==> config.mk <==
export PLATFORM = sky130hd
export DESIGN_NAME = tga_rle_image_decoder
export DESIGN_NICKNAME = d
export VERILOG_FILES = /design/src/rtl/core/tga_pkg.sv /design/src/rtl/core/tga_front.sv /design/src/rtl/core/tga_queue.sv /design/src/rtl/core/tga_back.sv /design/src/rtl/core/tga_rle_image_decoder.sv
export SDC_FILE = /design/constraint.sdc
export NUM_CORES = 1
export LEC_CHECK = 0
export ABC_AREA = 1
export BUFFER_PORTS_ARGS = -buffer_cell sky130_fd_sc_hd__clkbuf_2
export CAP_MARGIN = 15
export CORE_MARGIN = 1.5
export CORE_UTILIZATION = 63
export DETAILED_ROUTE_END_ITERATION = 8
export GPL_ROUTABILITY_DRIVEN = 1
export PLACE_DENSITY = 0.8
export SYNTH_ARGS = -nofsm -noshare
export SYNTH_HDL_FRONTEND = slang
export SYNTH_SLANG_ARGS = --single-unit
==> constraint.sdc <==
create_clock -name clk -period 7.8 [get_ports clk]
set_clock_uncertainty 0.1 [all_clocks]
set_input_delay 0.78 -clock clk [delete_from_list [all_inputs] [get_ports clk]]
set_output_delay 0.78 -clock clk [all_outputs]
set_load 0.03 [all_outputs]
==> src/rtl/core/tga_pkg.sv <==
// ----------------------------------------------------------------------------
// TGA decoder package
// Shared payload types, result kinds and header constants for the decoder.
// ----------------------------------------------------------------------------
package tga_pkg;

  // Result kinds
  localparam logic [2:0] KIND_PIXEL    = 3'd0;
  localparam logic [2:0] KIND_HEADER   = 3'd1;
  localparam logic [2:0] KIND_NOT_TGA  = 3'd2;
  localparam logic [2:0] KIND_BAD_DEPTH = 3'd3;
  localparam logic [2:0] KIND_TOO_LARGE = 3'd4;

  // Header layout
  localparam logic [4:0] HDR_FIXED_LEN = 5'd12;
  localparam logic [4:0] HDR_TYPE_POS  = 5'd2;
  localparam logic [4:0] HDR_WIDTH_LO  = 5'd12;
  localparam logic [4:0] HDR_WIDTH_HI  = 5'd13;
  localparam logic [4:0] HDR_HEIGHT_LO = 5'd14;
  localparam logic [4:0] HDR_HEIGHT_HI = 5'd15;
  localparam logic [4:0] HDR_DEPTH_POS = 5'd16;
  localparam logic [4:0] HDR_DESC_POS  = 5'd17;

  localparam logic [7:0] TYPE_RAW  = 8'd2;
  localparam logic [7:0] TYPE_RLE  = 8'd10;
  localparam logic [7:0] DEPTH_24  = 8'd24;
  localparam logic [7:0] DEPTH_32  = 8'd32;
  localparam logic [7:0] ALPHA_OPAQUE = 8'd255;

  localparam logic [15:0] MAX_DIM_RESET = 16'd4096;

  typedef struct packed {
    logic [7:0] data_byte;
    logic       start_of_file;
  } tga_in_t;

  typedef struct packed {
    logic [2:0]  kind;
    logic [7:0]  red;
    logic [7:0]  green;
    logic [7:0]  blue;
    logic [7:0]  alpha;
    logic [7:0]  run_length;
    logic [31:0] first_index;
    logic [15:0] image_width;
    logic [15:0] image_height;
    logic        has_alpha;
    logic        is_last;
  } tga_out_t;

  // Record passed from the parser to the output stage (no pixel index yet)
  typedef struct packed {
    logic [2:0]  kind;
    logic [7:0]  red;
    logic [7:0]  green;
    logic [7:0]  blue;
    logic [7:0]  alpha;
    logic [7:0]  run_length;
    logic [15:0] image_width;
    logic [15:0] image_height;
    logic        has_alpha;
    logic        is_last;
  } tga_rec_t;

endpackage

==> src/rtl/core/tga_front.sv <==
// ----------------------------------------------------------------------------
// TGA decoder front end
// Parses header, packet and pixel bytes and builds one record per result.
// ----------------------------------------------------------------------------
module tga_front (
  input  logic            clk,
  input  logic            rst,
  input  logic            accept,
  input  tga_pkg::tga_in_t item,
  input  logic [15:0]     max_dimension,
  output logic            rec_valid,
  output tga_pkg::tga_rec_t rec
);

  typedef enum logic [3:0] {
    PH_HEADER = 4'b0001,
    PH_PACKET = 4'b0010,
    PH_PIXEL  = 4'b0100,
    PH_IDLE   = 4'b1000
  } phase_t;

  phase_t      phase, phase_next, eff_phase;
  logic [4:0]  hdr_count, hdr_count_next, eff_count;
  logic        run_coded, run_coded_next, eff_rle;
  logic [15:0] width_reg, width_reg_next;
  logic [15:0] height_reg, height_reg_next;
  logic        four_channels, four_channels_next;
  logic [7:0]  packet_remaining, packet_remaining_next;
  logic        packet_repeats, packet_repeats_next;
  logic [1:0]  pixel_byte_count, pixel_byte_count_next;
  logic [31:0] pixels_left, pixels_left_next;
  logic [31:0] pixel_total;
  logic [7:0]  pixel_bytes [4];
  logic        pix_we;
  logic [7:0]  b;
  logic        left_small;
  logic [7:0]  len;

  assign b         = item.data_byte;
  assign eff_phase = item.start_of_file ? PH_HEADER : phase;
  assign eff_count = item.start_of_file ? 5'd0 : hdr_count;
  assign eff_rle   = item.start_of_file ? 1'b0 : run_coded;
  assign left_small = (pixels_left[31:8] == 24'd0) && (pixels_left[7:0] < packet_remaining);

  always_comb begin
    phase_next            = phase;
    hdr_count_next        = hdr_count;
    run_coded_next        = run_coded;
    width_reg_next        = width_reg;
    height_reg_next       = height_reg;
    four_channels_next    = four_channels;
    packet_remaining_next = packet_remaining;
    packet_repeats_next   = packet_repeats;
    pixel_byte_count_next = pixel_byte_count;
    pixels_left_next      = pixels_left;
    pix_we                = 1'b0;
    len                   = 8'd1;
    rec_valid             = 1'b0;
    rec                   = '0;
    if (accept) begin
      phase_next     = eff_phase;
      hdr_count_next = eff_count;
      run_coded_next = eff_rle;
      case (eff_phase)
        PH_HEADER: begin
          if (eff_count < tga_pkg::HDR_FIXED_LEN) begin
            if (eff_count == tga_pkg::HDR_TYPE_POS) begin
              if (b == tga_pkg::TYPE_RLE) begin
                run_coded_next = 1'b1;
              end
              if (b != tga_pkg::TYPE_RLE && b != tga_pkg::TYPE_RAW) begin
                rec_valid = 1'b1;
              end
            end else if (b != 8'd0) begin
              rec_valid = 1'b1;
            end
            if (rec_valid) begin
              rec.kind    = tga_pkg::KIND_NOT_TGA;
              rec.is_last = 1'b1;
              phase_next  = PH_IDLE;
            end else begin
              hdr_count_next = eff_count + 5'd1;
            end
          end else begin
            case (eff_count)
              tga_pkg::HDR_WIDTH_LO: begin
                width_reg_next = {8'd0, b};
                hdr_count_next = eff_count + 5'd1;
              end
              tga_pkg::HDR_WIDTH_HI: begin
                width_reg_next = {b, width_reg[7:0]};
                hdr_count_next = eff_count + 5'd1;
              end
              tga_pkg::HDR_HEIGHT_LO: begin
                height_reg_next = {8'd0, b};
                hdr_count_next  = eff_count + 5'd1;
              end
              tga_pkg::HDR_HEIGHT_HI: begin
                height_reg_next = {b, height_reg[7:0]};
                hdr_count_next  = eff_count + 5'd1;
              end
              tga_pkg::HDR_DEPTH_POS: begin
                if (b == tga_pkg::DEPTH_24 || b == tga_pkg::DEPTH_32) begin
                  four_channels_next = (b == tga_pkg::DEPTH_32);
                  hdr_count_next     = eff_count + 5'd1;
                end else begin
                  rec_valid   = 1'b1;
                  rec.kind    = tga_pkg::KIND_BAD_DEPTH;
                  rec.is_last = 1'b1;
                  phase_next  = PH_IDLE;
                end
              end
              default: begin
                // descriptor byte: size check, then start of pixel data
                rec_valid        = 1'b1;
                rec.image_width  = width_reg;
                rec.image_height = height_reg;
                if (width_reg > max_dimension || height_reg > max_dimension) begin
                  rec.kind    = tga_pkg::KIND_TOO_LARGE;
                  rec.is_last = 1'b1;
                  phase_next  = PH_IDLE;
                end else begin
                  rec.kind              = tga_pkg::KIND_HEADER;
                  rec.has_alpha         = four_channels;
                  packet_remaining_next = 8'd0;
                  packet_repeats_next   = 1'b0;
                  pixel_byte_count_next = 2'd0;
                  pixels_left_next      = pixel_total;
                  if (width_reg == 16'd0 || height_reg == 16'd0) begin
                    rec.is_last = 1'b1;
                    phase_next  = PH_IDLE;
                  end else begin
                    phase_next = eff_rle ? PH_PACKET : PH_PIXEL;
                  end
                end
              end
            endcase
          end
        end
        PH_PACKET: begin
          packet_remaining_next = {1'b0, b[6:0]} + 8'd1;
          packet_repeats_next   = b[7];
          pixel_byte_count_next = 2'd0;
          phase_next            = PH_PIXEL;
        end
        PH_PIXEL: begin
          pix_we = 1'b1;
          if (pixel_byte_count != (four_channels ? 2'd3 : 2'd2)) begin
            pixel_byte_count_next = pixel_byte_count + 2'd1;
          end else begin
            pixel_byte_count_next = 2'd0;
            if (run_coded && packet_repeats) begin
              len                   = left_small ? pixels_left[7:0] : packet_remaining;
              packet_remaining_next = 8'd0;
            end else begin
              len = 8'd1;
              if (run_coded && packet_remaining != 8'd0) begin
                packet_remaining_next = packet_remaining - 8'd1;
              end
            end
            pixels_left_next = pixels_left - {24'd0, len};
            rec_valid      = 1'b1;
            rec.kind       = tga_pkg::KIND_PIXEL;
            rec.red        = four_channels ? pixel_bytes[2] : b;
            rec.green      = pixel_bytes[1];
            rec.blue       = pixel_bytes[0];
            rec.alpha      = four_channels ? b : tga_pkg::ALPHA_OPAQUE;
            rec.run_length = len;
            rec.has_alpha  = four_channels;
            rec.is_last    = (pixels_left_next == 32'd0);
            if (rec.is_last) begin
              phase_next = PH_IDLE;
            end else if (run_coded && packet_remaining_next == 8'd0) begin
              phase_next = PH_PACKET;
            end else begin
              phase_next = PH_PIXEL;
            end
          end
        end
        default: begin
          // drop bytes until the next start of file
        end
      endcase
    end
  end

  always_ff @(posedge clk) begin
    if (rst) begin
      phase            <= PH_HEADER;
      hdr_count        <= 5'd0;
      run_coded        <= 1'b0;
      width_reg        <= 16'd0;
      height_reg       <= 16'd0;
      four_channels    <= 1'b0;
      packet_remaining <= 8'd0;
      packet_repeats   <= 1'b0;
      pixel_byte_count <= 2'd0;
      pixels_left      <= 32'd0;
    end else begin
      phase            <= phase_next;
      hdr_count        <= hdr_count_next;
      run_coded        <= run_coded_next;
      width_reg        <= width_reg_next;
      height_reg       <= height_reg_next;
      four_channels    <= four_channels_next;
      packet_remaining <= packet_remaining_next;
      packet_repeats   <= packet_repeats_next;
      pixel_byte_count <= pixel_byte_count_next;
      pixels_left      <= pixels_left_next;
    end
  end

  // Image size product, settled well before the descriptor byte arrives
  always_ff @(posedge clk) begin
    pixel_total <= {16'd0, width_reg} * {16'd0, height_reg};
    if (pix_we) begin
      pixel_bytes[pixel_byte_count] <= b;
    end
  end

endmodule

==> src/rtl/core/tga_queue.sv <==
// ----------------------------------------------------------------------------
// TGA decoder record queue
// Four-entry queue between the parser and the output stage.
// ----------------------------------------------------------------------------
module tga_queue (
  input  logic              clk,
  input  logic              rst,
  input  logic              wr_en,
  input  tga_pkg::tga_rec_t wr_data,
  output logic              full,
  input  logic              rd_en,
  output tga_pkg::tga_rec_t rd_data,
  output logic              empty
);

  tga_pkg::tga_rec_t entries [4];
  logic [1:0] wr_ptr, rd_ptr;
  logic [2:0] count;
  logic       do_wr, do_rd;

  assign full    = (count == 3'd4);
  assign empty   = (count == 3'd0);
  assign do_wr   = wr_en && !full;
  assign do_rd   = rd_en && !empty;
  assign rd_data = entries[rd_ptr];

  always_ff @(posedge clk) begin
    if (rst) begin
      wr_ptr <= 2'd0;
      rd_ptr <= 2'd0;
      count  <= 3'd0;
    end else begin
      if (do_wr) begin
        wr_ptr <= wr_ptr + 2'd1;
      end
      if (do_rd) begin
        rd_ptr <= rd_ptr + 2'd1;
      end
      if (do_wr && !do_rd) begin
        count <= count + 3'd1;
      end else if (do_rd && !do_wr) begin
        count <= count - 3'd1;
      end
    end
  end

  always_ff @(posedge clk) begin
    if (do_wr) begin
      entries[wr_ptr] <= wr_data;
    end
  end

endmodule

==> src/rtl/core/tga_back.sv <==
// ----------------------------------------------------------------------------
// TGA decoder output stage
// Numbers pixel runs and holds the result register for the receiver.
// ----------------------------------------------------------------------------
module tga_back (
  input  logic               clk,
  input  logic               rst,
  input  logic               rec_valid,
  input  tga_pkg::tga_rec_t  rec,
  output logic               rec_take,
  output tga_pkg::tga_out_t  result,
  output logic               empty,
  input  logic               pop
);

  logic        out_valid;
  logic [31:0] pixels_done;

  assign empty    = !out_valid;
  assign rec_take = rec_valid && (!out_valid || pop);

  always_ff @(posedge clk) begin
    if (rst) begin
      out_valid   <= 1'b0;
      pixels_done <= 32'd0;
    end else begin
      if (rec_take) begin
        out_valid <= 1'b1;
        if (rec.kind == tga_pkg::KIND_PIXEL) begin
          pixels_done <= pixels_done + {24'd0, rec.run_length};
        end else if (rec.kind == tga_pkg::KIND_HEADER) begin
          pixels_done <= 32'd0;
        end
      end else if (pop) begin
        out_valid <= 1'b0;
      end
    end
  end

  always_ff @(posedge clk) begin
    if (rec_take) begin
      result.kind         <= rec.kind;
      result.red          <= rec.red;
      result.green        <= rec.green;
      result.blue         <= rec.blue;
      result.alpha        <= rec.alpha;
      result.run_length   <= rec.run_length;
      result.first_index  <= (rec.kind == tga_pkg::KIND_PIXEL) ? pixels_done : 32'd0;
      result.image_width  <= rec.image_width;
      result.image_height <= rec.image_height;
      result.has_alpha    <= rec.has_alpha;
      result.is_last      <= rec.is_last;
    end
  end

endmodule

==> src/rtl/core/tga_rle_image_decoder.sv <==
// ----------------------------------------------------------------------------
// TGA true-color image decoder
// Byte-stream TGA parser producing header status and RGBA pixel runs.
// ----------------------------------------------------------------------------
// Usage:
//   Input channel: drive byte_item and raise push; a transaction happens at a
//   clock edge with push high and full low. Set start_of_file on the first
//   byte of each file to restart parsing.
//   Result channel: while empty is low, result holds the oldest result; raise
//   pop to take it. Each result is a header status, an error, or a pixel run.
//   Configuration: cfg_write with cfg_data sets max_dimension (reset 4096);
//   write it only while no file is in flight.
// Throughput: one byte per cycle, sustained, as long as the receiver pops at
//   least one result per cycle. The parser sets this rate.
// Result path: the edge that accepts the byte completing a result writes its
//   record into the queue; the output register takes it from the queue when
//   it is empty or being popped, and drives the result ports.
// Stalls: a four-entry queue sits between parser and output register; when
//   the receiver holds off, the queue fills and full rises, holding the input.
// Reset: synchronous rst empties the queue and the output register, returns
//   the parser to header byte 0 and restores max_dimension to 4096.
// ----------------------------------------------------------------------------
module tga_rle_image_decoder (
  input  logic               clk,
  input  logic               rst,
  input  logic               push,
  output logic               full,
  input  tga_pkg::tga_in_t   byte_item,
  output logic               empty,
  input  logic               pop,
  output tga_pkg::tga_out_t  result,
  input  logic               cfg_write,
  input  logic [15:0]        cfg_data
);

  logic [15:0]       max_dimension;
  logic              accept;
  logic              rec_valid;
  tga_pkg::tga_rec_t rec;
  tga_pkg::tga_rec_t q_data;
  logic              q_empty;
  logic              q_take;

  // Size limit, unchecked: written by the user only while the decoder is idle
  always_ff @(posedge clk) begin
    if (rst) begin
      max_dimension <= tga_pkg::MAX_DIM_RESET;
    end else if (cfg_write) begin
      max_dimension <= cfg_data;
    end
  end

  // Accept a byte whenever the queue has room for the record it may make
  assign accept = push && !full;

  tga_front u_front (
    .clk           (clk),
    .rst           (rst),
    .accept        (accept),
    .item          (byte_item),
    .max_dimension (max_dimension),
    .rec_valid     (rec_valid),
    .rec           (rec)
  );

  tga_queue u_queue (
    .clk     (clk),
    .rst     (rst),
    .wr_en   (rec_valid),
    .wr_data (rec),
    .full    (full),
    .rd_en   (q_take),
    .rd_data (q_data),
    .empty   (q_empty)
  );

  tga_back u_back (
    .clk       (clk),
    .rst       (rst),
    .rec_valid (!q_empty),
    .rec       (q_data),
    .rec_take  (q_take),
    .result    (result),
    .empty     (empty),
    .pop       (pop)
  );

endmodule

* After elaboration in Yosys (flattened, before gate mapping)
Memories as Yosys holds them, arrays and structs flattened. A register that Yosys moved wholly into a read port is not among the register bits.
Index checks and enable logic that the tools add are counted.
Widths: inputs -> output; s select.
** Storage, ports and cells
- Memories kept :: 2
- Flip-flop bits (word level) :: 283
- Output and inout port bits :: 111
- Bits in writable memories :: 340
** Memory list
- u_queue.entries :: words 4, bits a word 77, read ports 1, clocked after memory_dff 1, write ports 1, line tga_queue.sv:16 : tga_pkg::tga_rec_t entries [4];
- u_front.pixel_bytes :: words 4, bits a word 8, read ports 3, clocked after memory_dff 0, write ports 1, line tga_front.sv:33 : logic [7:0] pixel_bytes [4];
** Cells by class
- Mux-type cells :: 103
- Multipliers :: 1
- Add/subtract/negate cells :: 10
- Eq/ne operators :: 21
- Magnitude comparators :: 4
- Reduce and logical (&&, ||, !) cells :: 49
- Bitwise gates (word level) :: 3
** Operators by type and width (number)
- $mux 32 :: 7
- $mux 8 :: 16
- $mux 40 :: 2
- $mux 77 :: 1
- $mux 33 :: 2
- $pmux 16 s2 :: 2
- $pmux 32 s2 :: 1
- $add 32x8->32 :: 1
- $gt 16x16->1 :: 2
- $logic_not 16->1 :: 2
- $logic_not 32->1 :: 1
- $mul 16x16->32 :: 1
- $mux 1 :: 32
- $mux 4 :: 8
- $sub 32x8->32 :: 1
- $mux 5 :: 5
- $reduce_and 5->1 :: 5
- $logic_not 24->1 :: 1
- $pmux 8 s3 :: 1
- $eq 5x4->1 const B :: 4
- $mux 2 :: 9
- $mux 3 :: 6
- $reduce_bool 8->1 :: 2
- $reduce_bool 2->1 :: 7
- other kinds (41) :: 72

* Longest topological paths before layout
- Word-level depth :: 15
- Gate-level depth with buffers :: 30
- Depth with buffers taken out :: 30

* Cells and area by module
A second synthesis with hierarchy kept.
** Second synthesis, totals
- Cell total of the unflattened synthesis :: 3971
- Area, all modules :: 36083.4 sq um
** Modules (own cells, without submodules)
- tga_front :: cells each 2492, instances 1, area each 17692.0 sq um, seq. area each 3083.0 sq um
- tga_queue :: cells each 814, instances 1, area each 11903.9 sq um, seq. area each 9429.0 sq um
- tga_back :: cells each 562, instances 1, area each 5808.1 sq um, seq. area each 3933.8 sq um
- tga_rle_image_decoder :: cells each 103, instances 1, area each 679.4 sq um, seq. area each 320.3 sq um

* Worst setup path before layout
Ideal clock, no wire load.
- Path type :: input port to flip-flop
- From :: in byte_item[0] in the netlist's numbering
- To :: mem u_queue.entries[0][0] in the netlist's numbering, enable pin
- Buffers on the path :: 0
- Cell stages on the path :: 17
- Data arrival time :: 5.773 ns
- Path slack :: 1.414 ns
- Required time :: 7.187 ns
- Cell sequence :: inv_2 -> nand2_1 -> inv_1 -> ha_1 -> and3_1 -> ha_1 -> inv_1 -> o21ai_1 -> nor2_2 -> nand2_2 -> inv_2 -> o21ai_1 -> inv_1 -> nand2_1 -> nand2_1 -> inv_2 -> nor2_1
** Between the ends
- Cells in the longest elaborated chain, start to end :: 12
- Elaborated cells between the ends (all ways) :: 23
- Those cells by class :: 1 x order compare; 8 x eq/ne; 12 x mux; 2 x reduce/logical
** RTL lines
- start, declared :: line tga_rle_image_decoder.sv:28 : input tga_pkg::tga_in_t byte_item,
- $mux 5 :: line tga_front.sv:41 : assign eff_count = item.start_of_file ? 5'd0 : hdr_count;
- $eq 5x2->1 :: line tga_front.sv:67 : if (eff_count == tga_pkg::HDR_TYPE_POS) begin
- $mux 1 :: line tga_front.sv:67
- $mux 1 :: line tga_front.sv:66 : if (eff_count < tga_pkg::HDR_FIXED_LEN) begin
- $mux 1 :: line tga_front.sv:64 : case (eff_phase)
- $mux 1 :: line tga_front.sv:60 : if (accept) begin
- $mux 1 :: line tga_front.sv:66
- $pmux 1 s2 * :: line tga_front.sv:64
- $mux 1 * :: line tga_front.sv:60
- $logic_and 1x1->1 * :: line tga_queue.sv:23 : assign do_wr = wr_en && !full;
- via u_queue.do_wr :: line tga_queue.sv:19 : logic do_wr, do_rd;
- $mux 1 * :: line tga_queue.sv:48 : if (do_wr) begin
- $mux 1 (implied by the code) * :: line tga_queue.sv:49 : entries[wr_ptr] <= wr_data;
- end, declared :: line tga_queue.sv:16
Mark *: on every way through the listed nets, which the timed path passes. The rest lies on a longest branch. The select of a mux whose other input is x is not followed.

* Worst setup path in the final report
- From :: reg u_front.width_reg[13]
- To :: reg u_front.pixel_total[28]
** Between the ends
- Cells in the longest elaborated chain, start to end :: 1
** RTL lines
- start, declared :: line tga_front.sv:25 : logic [15:0] width_reg, width_reg_next;
- start signal, assigned :: line tga_front.sv:203 : width_reg <= width_reg_next;
- $mul 16x16->32 :: line tga_front.sv:215 : pixel_total <= {16'd0, width_reg} * {16'd0, height_reg};
- end signal, assigned :: line tga_front.sv:215
- end, declared :: line tga_front.sv:32 : logic [31:0] pixel_total;
No other way between the ends.
A chain may end at the register's enable or synchronous reset.

==> results_dict.tcl <==
set metrics [dict create \
    die_w_um 239 \
    layout_min_cycle_time_ns 6.51 \
    cts_tree "done" \
    setup_slack_of_the_most_critical_reg_to_reg_path_ns 1.29 \
    timing.critical_path.to_type "flop" \
    syn2layout_area_growth_pct 9.23 \
    setup_tns_ns 0 \
    detail_route.iter0.violations 2951 \
    crit_type "reg2reg" \
    total_of_max_cap_violations 0 \
    startpoint_type "flop" \
    ant_nets 0 \
    cts_root_buffer "sky130_fd_sc_hd__clkbuf_16" \
    reg_top3 "u_queue.entries x308, u_back.result x109" \
    chipHeight_um 239 \
    worst_ir_drop_vdd_mv 0.190 \
    timing.hold.worst.class "in2reg" \
    post-cts-setup-buffer-count 0 \
    finalHoldViolations 0 \
    mostFrequentLayoutCell "sky130_fd_sc_hd__nand2_1" \
    layout_worst_path_cycle_share 0.834 \
    final_hpwl_from_detailed_placement_um 58200 \
    finalCoreUtilization 0.697 \
    globalRouteTotalUtil 0.304 \
    netlist-cell-type-count 52 \
    synth.top_cells.by_area "sky130_fd_sc_hd__edfxtp_1, sky130_fd_sc_hd__fa_1, sky130_fd_sc_hd__dfxtp_1" \
    max_flop_register "u_queue.entries" \
    grt_max_degree 97 \
    worst-slew-pin-transition_ns 1.04 \
    wirelength_um 85400 \
    fraction_of_the_yosys_area_taken_by_sequential_cells 0.477 \
    h-tree-depth 2 \
    initial_core_util 0.638 \
    antenna-diode-count 0 \
    postSynthNetCount 4171 \
    proportion_of_layout_cells_with_a_drive_suffix_above_1 0.0794 \
    synth.cell_area_mm2 0.0352 \
    largest_register_ff_count 308 \
    place.gp.congestion 0.928 \
    drt-vias-per-instance 5.80 \
    postSynthRegisterBits 617 \
    grt_first_pass_wirelength_um 136000 \
    syn_inst 3767 \
    timing.critical_path.from "u_front.width_reg[13]$_SDFFE_PP0P_" \
    synthesis.area_per_instance_um2 9.33 \
    full_die_area_mm2 0.0572 \
    placementRows 86 \
    cts_repair_resize_count 0 \
    cpMaxStageDelayCell "sky130_fd_sc_hd__dfxtp_1" \
    post-synth-top-area-cell "sky130_fd_sc_hd__edfxtp_1" \
    layout_common_cells "sky130_fd_sc_hd__nand2_1, sky130_fd_sc_hd__inv_1, sky130_fd_sc_hd__edfxtp_1" \
    hold_path.startpoint "cfg_data[12]" \
    ctsLongestPathBuffers 3 \
    post_layout_instance_area_mm2 0.0384 \
    number_of_antenna_violations_at_the_first_check_in_global_routing 1 \
    cpPeakStageDelay_ns 0.92 \
    dpl-instance-area_mm2 0.0364 \
    synth_edf_count 441 \
    critPathBufInv 5 \
    placement.setup.worst_slack_ns 1.35 \
    cts_made_buffers 60 \
    cp.arrival_ns 6.97 \
    drt_first_pass_iters 8 \
    path_delay_family "adder cells" \
    path_clk_slew_ns 0.06 \
    finalSetupViolations 0 \
    top_reg_cell_synth "sky130_fd_sc_hd__edfxtp_1" \
    post_drt_wl_per_cell_um 18.5 \
    port_buffers 140 \
    cell_pwr_density_mw_per_mm2 276 \
    rsz0062_at_grt "no" \
    final_net_count 4230 \
    hold_path_depth 3 \
    clock.fmax_mhz 154 \
    worst_hold_slack_ns 0.331 \
    remaining_drc_errors 0 \
    synth_warnings 0 \
    crit_path_frequent_cell "sky130_fd_sc_hd__fa_1" \
    grt-ovfl-total 0 \
    worst_skew_pair.late_latency_ns 0.64 \
    design.core.area_mm2 0.0551 \
    cts.hold.buffers_added 0 \
    io_pins 141 \
    worstRegToRegCells 22 \
    critical_path_required_ns 8.26 \
    critPathMaxFanout 20 \
    run_status "finished, final reports clean" \
    final.setup.worst_slack_ns 1.29 \
    critical_path.cell_chain "nand2_1 -> fa_1 -> inv_1 -> fa_1 -> inv_1 -> fa_1 -> inv_1 -> fa_1 -> inv_1 -> fa_1 -> inv_1 -> fa_1 -> ha_1 -> nand2_1 -> nor4_1 -> a21oi_1 -> o21ai_0 -> nand2_1 -> nand2_1 -> nand3_1 -> nand2_1 -> xor2_1" \
    slew_headroom 0.304 \
    holdPathEnd "max_dimension[12]$_SDFFE_PP1P_" \
    synth.top_cell.area_share 0.377 \
    timing.final.max_slew_violations 0 \
    vias 26833 \
    synth-async-reset-ratio 0 \
    worstReg2RegStart "u_front.width_reg[13]$_SDFFE_PP0P_" \
    leakage_nw 16.3 \
    grt_pass1_vias 25962 \
    clock-sinks 617 \
    critical_r2r_capture "u_front.pixel_total[28]$_DFF_P_" \
]
-- area by class of cell --
cell class / instances / area, um^2
Clock inverter: 38 / 407
Fill cell: 4031 / 16700
Inverter: 579 / 2180
Tap cell: 748 / 936
Sequential cell: 617 / 16800
Clock buffer: 75 / 1590
Multi-Input combinational cell: 2403 / 15600
Timing Repair Buffer: 165 / 938
-- tightest hold or removal path, delay by kind of cell --
| kind | cells | cell delay [ns] |
|---|---|---|
| AO/OA/AOI/OAI | 2 | 0.14 |
| buffers and inverters | 1 | 0.09 |
-- Yosys cell counts, types with 34 or more instances --
master and instances:
sky130_fd_sc_hd__nand2_1 668, sky130_fd_sc_hd__inv_1 563, sky130_fd_sc_hd__edfxtp_1 441, sky130_fd_sc_hd__nor2_1 414, sky130_fd_sc_hd__o21ai_0 305, sky130_fd_sc_hd__a21oi_1 234, sky130_fd_sc_hd__fa_1 197, sky130_fd_sc_hd__ha_1 177
sky130_fd_sc_hd__dfxtp_1 176, sky130_fd_sc_hd__clkbuf_1 116, sky130_fd_sc_hd__nand3_1 97, sky130_fd_sc_hd__o22ai_1 81, sky130_fd_sc_hd__nor3_1 39, sky130_fd_sc_hd__buf_1 37, sky130_fd_sc_hd__nand4_1 34
-- metrics by stage --
| stage | cells | power, mW |
|---|---|---|
| 6_report | 4625 | 10.6 |
| 3_3_place_gp | 4512 | 7.60 |
| 3_5_place_dp | 4512 | 7.68 |
| 4_1_cts | 4625 | 10.6 |
| 2_1_floorplan | 3767 | 6.79 |
| 5_1_grt | 4625 | 11.1 |
-- cells by family (layout without fill, tap and decap cells) --
group | after synthesis | after routing | share of synthesized area
simple gates | 1299 | 1299 | 0.152
fa+ha+maj | 374 | 374 | 0.175
compound gates | 688 | 688 | 0.105
mux | 3 | 3 | 0.000961
flops | 617 | 617 | 0.477
xor+xnor | 39 | 39 | 0.00972
buf+inv | 747 | 857 | 0.0809
-- worst max path at each step --
stage	slack, ns	endpoint	cells past startpoint
final	1.29	u_front.pixel_total[28]$_DFF_P_	22
after global routing	0.80	u_front.pixel_total[28]$_DFF_P_	24
after CTS	1.34	u_front.pixel_total[28]$_DFF_P_	22
after detailed placement	1.35	u_front.pixel_total[28]$_DFF_P_	22
after global placement	1.52	u_front.pixel_total[28]$_DFF_P_	24
after floorplan	1.41	u_queue.entries[0][0]$_DFFE_PP_	17
-- report_power, final --
group          leakage, nW  internal [mW]  switching [mW]
clock network        0.962           1.66            1.26
registers             5.45           4.22           0.238
logic                 9.84          0.812            2.40
total                 16.3           6.69            3.90
-- metal layers --
layer | GRT usage | vias up | part of all wire
li1 | - | 12479 | -
met1 | 0.415 | 12843 | 0.40
met2 | 0.500 | 1316 | 0.48
met3 | 0.0505 | 193 | 0.094
met4 | 0.101 | 2 | 0.030
met5 | 0 | - | 0.00014
(Power assumes the default switching activity.)
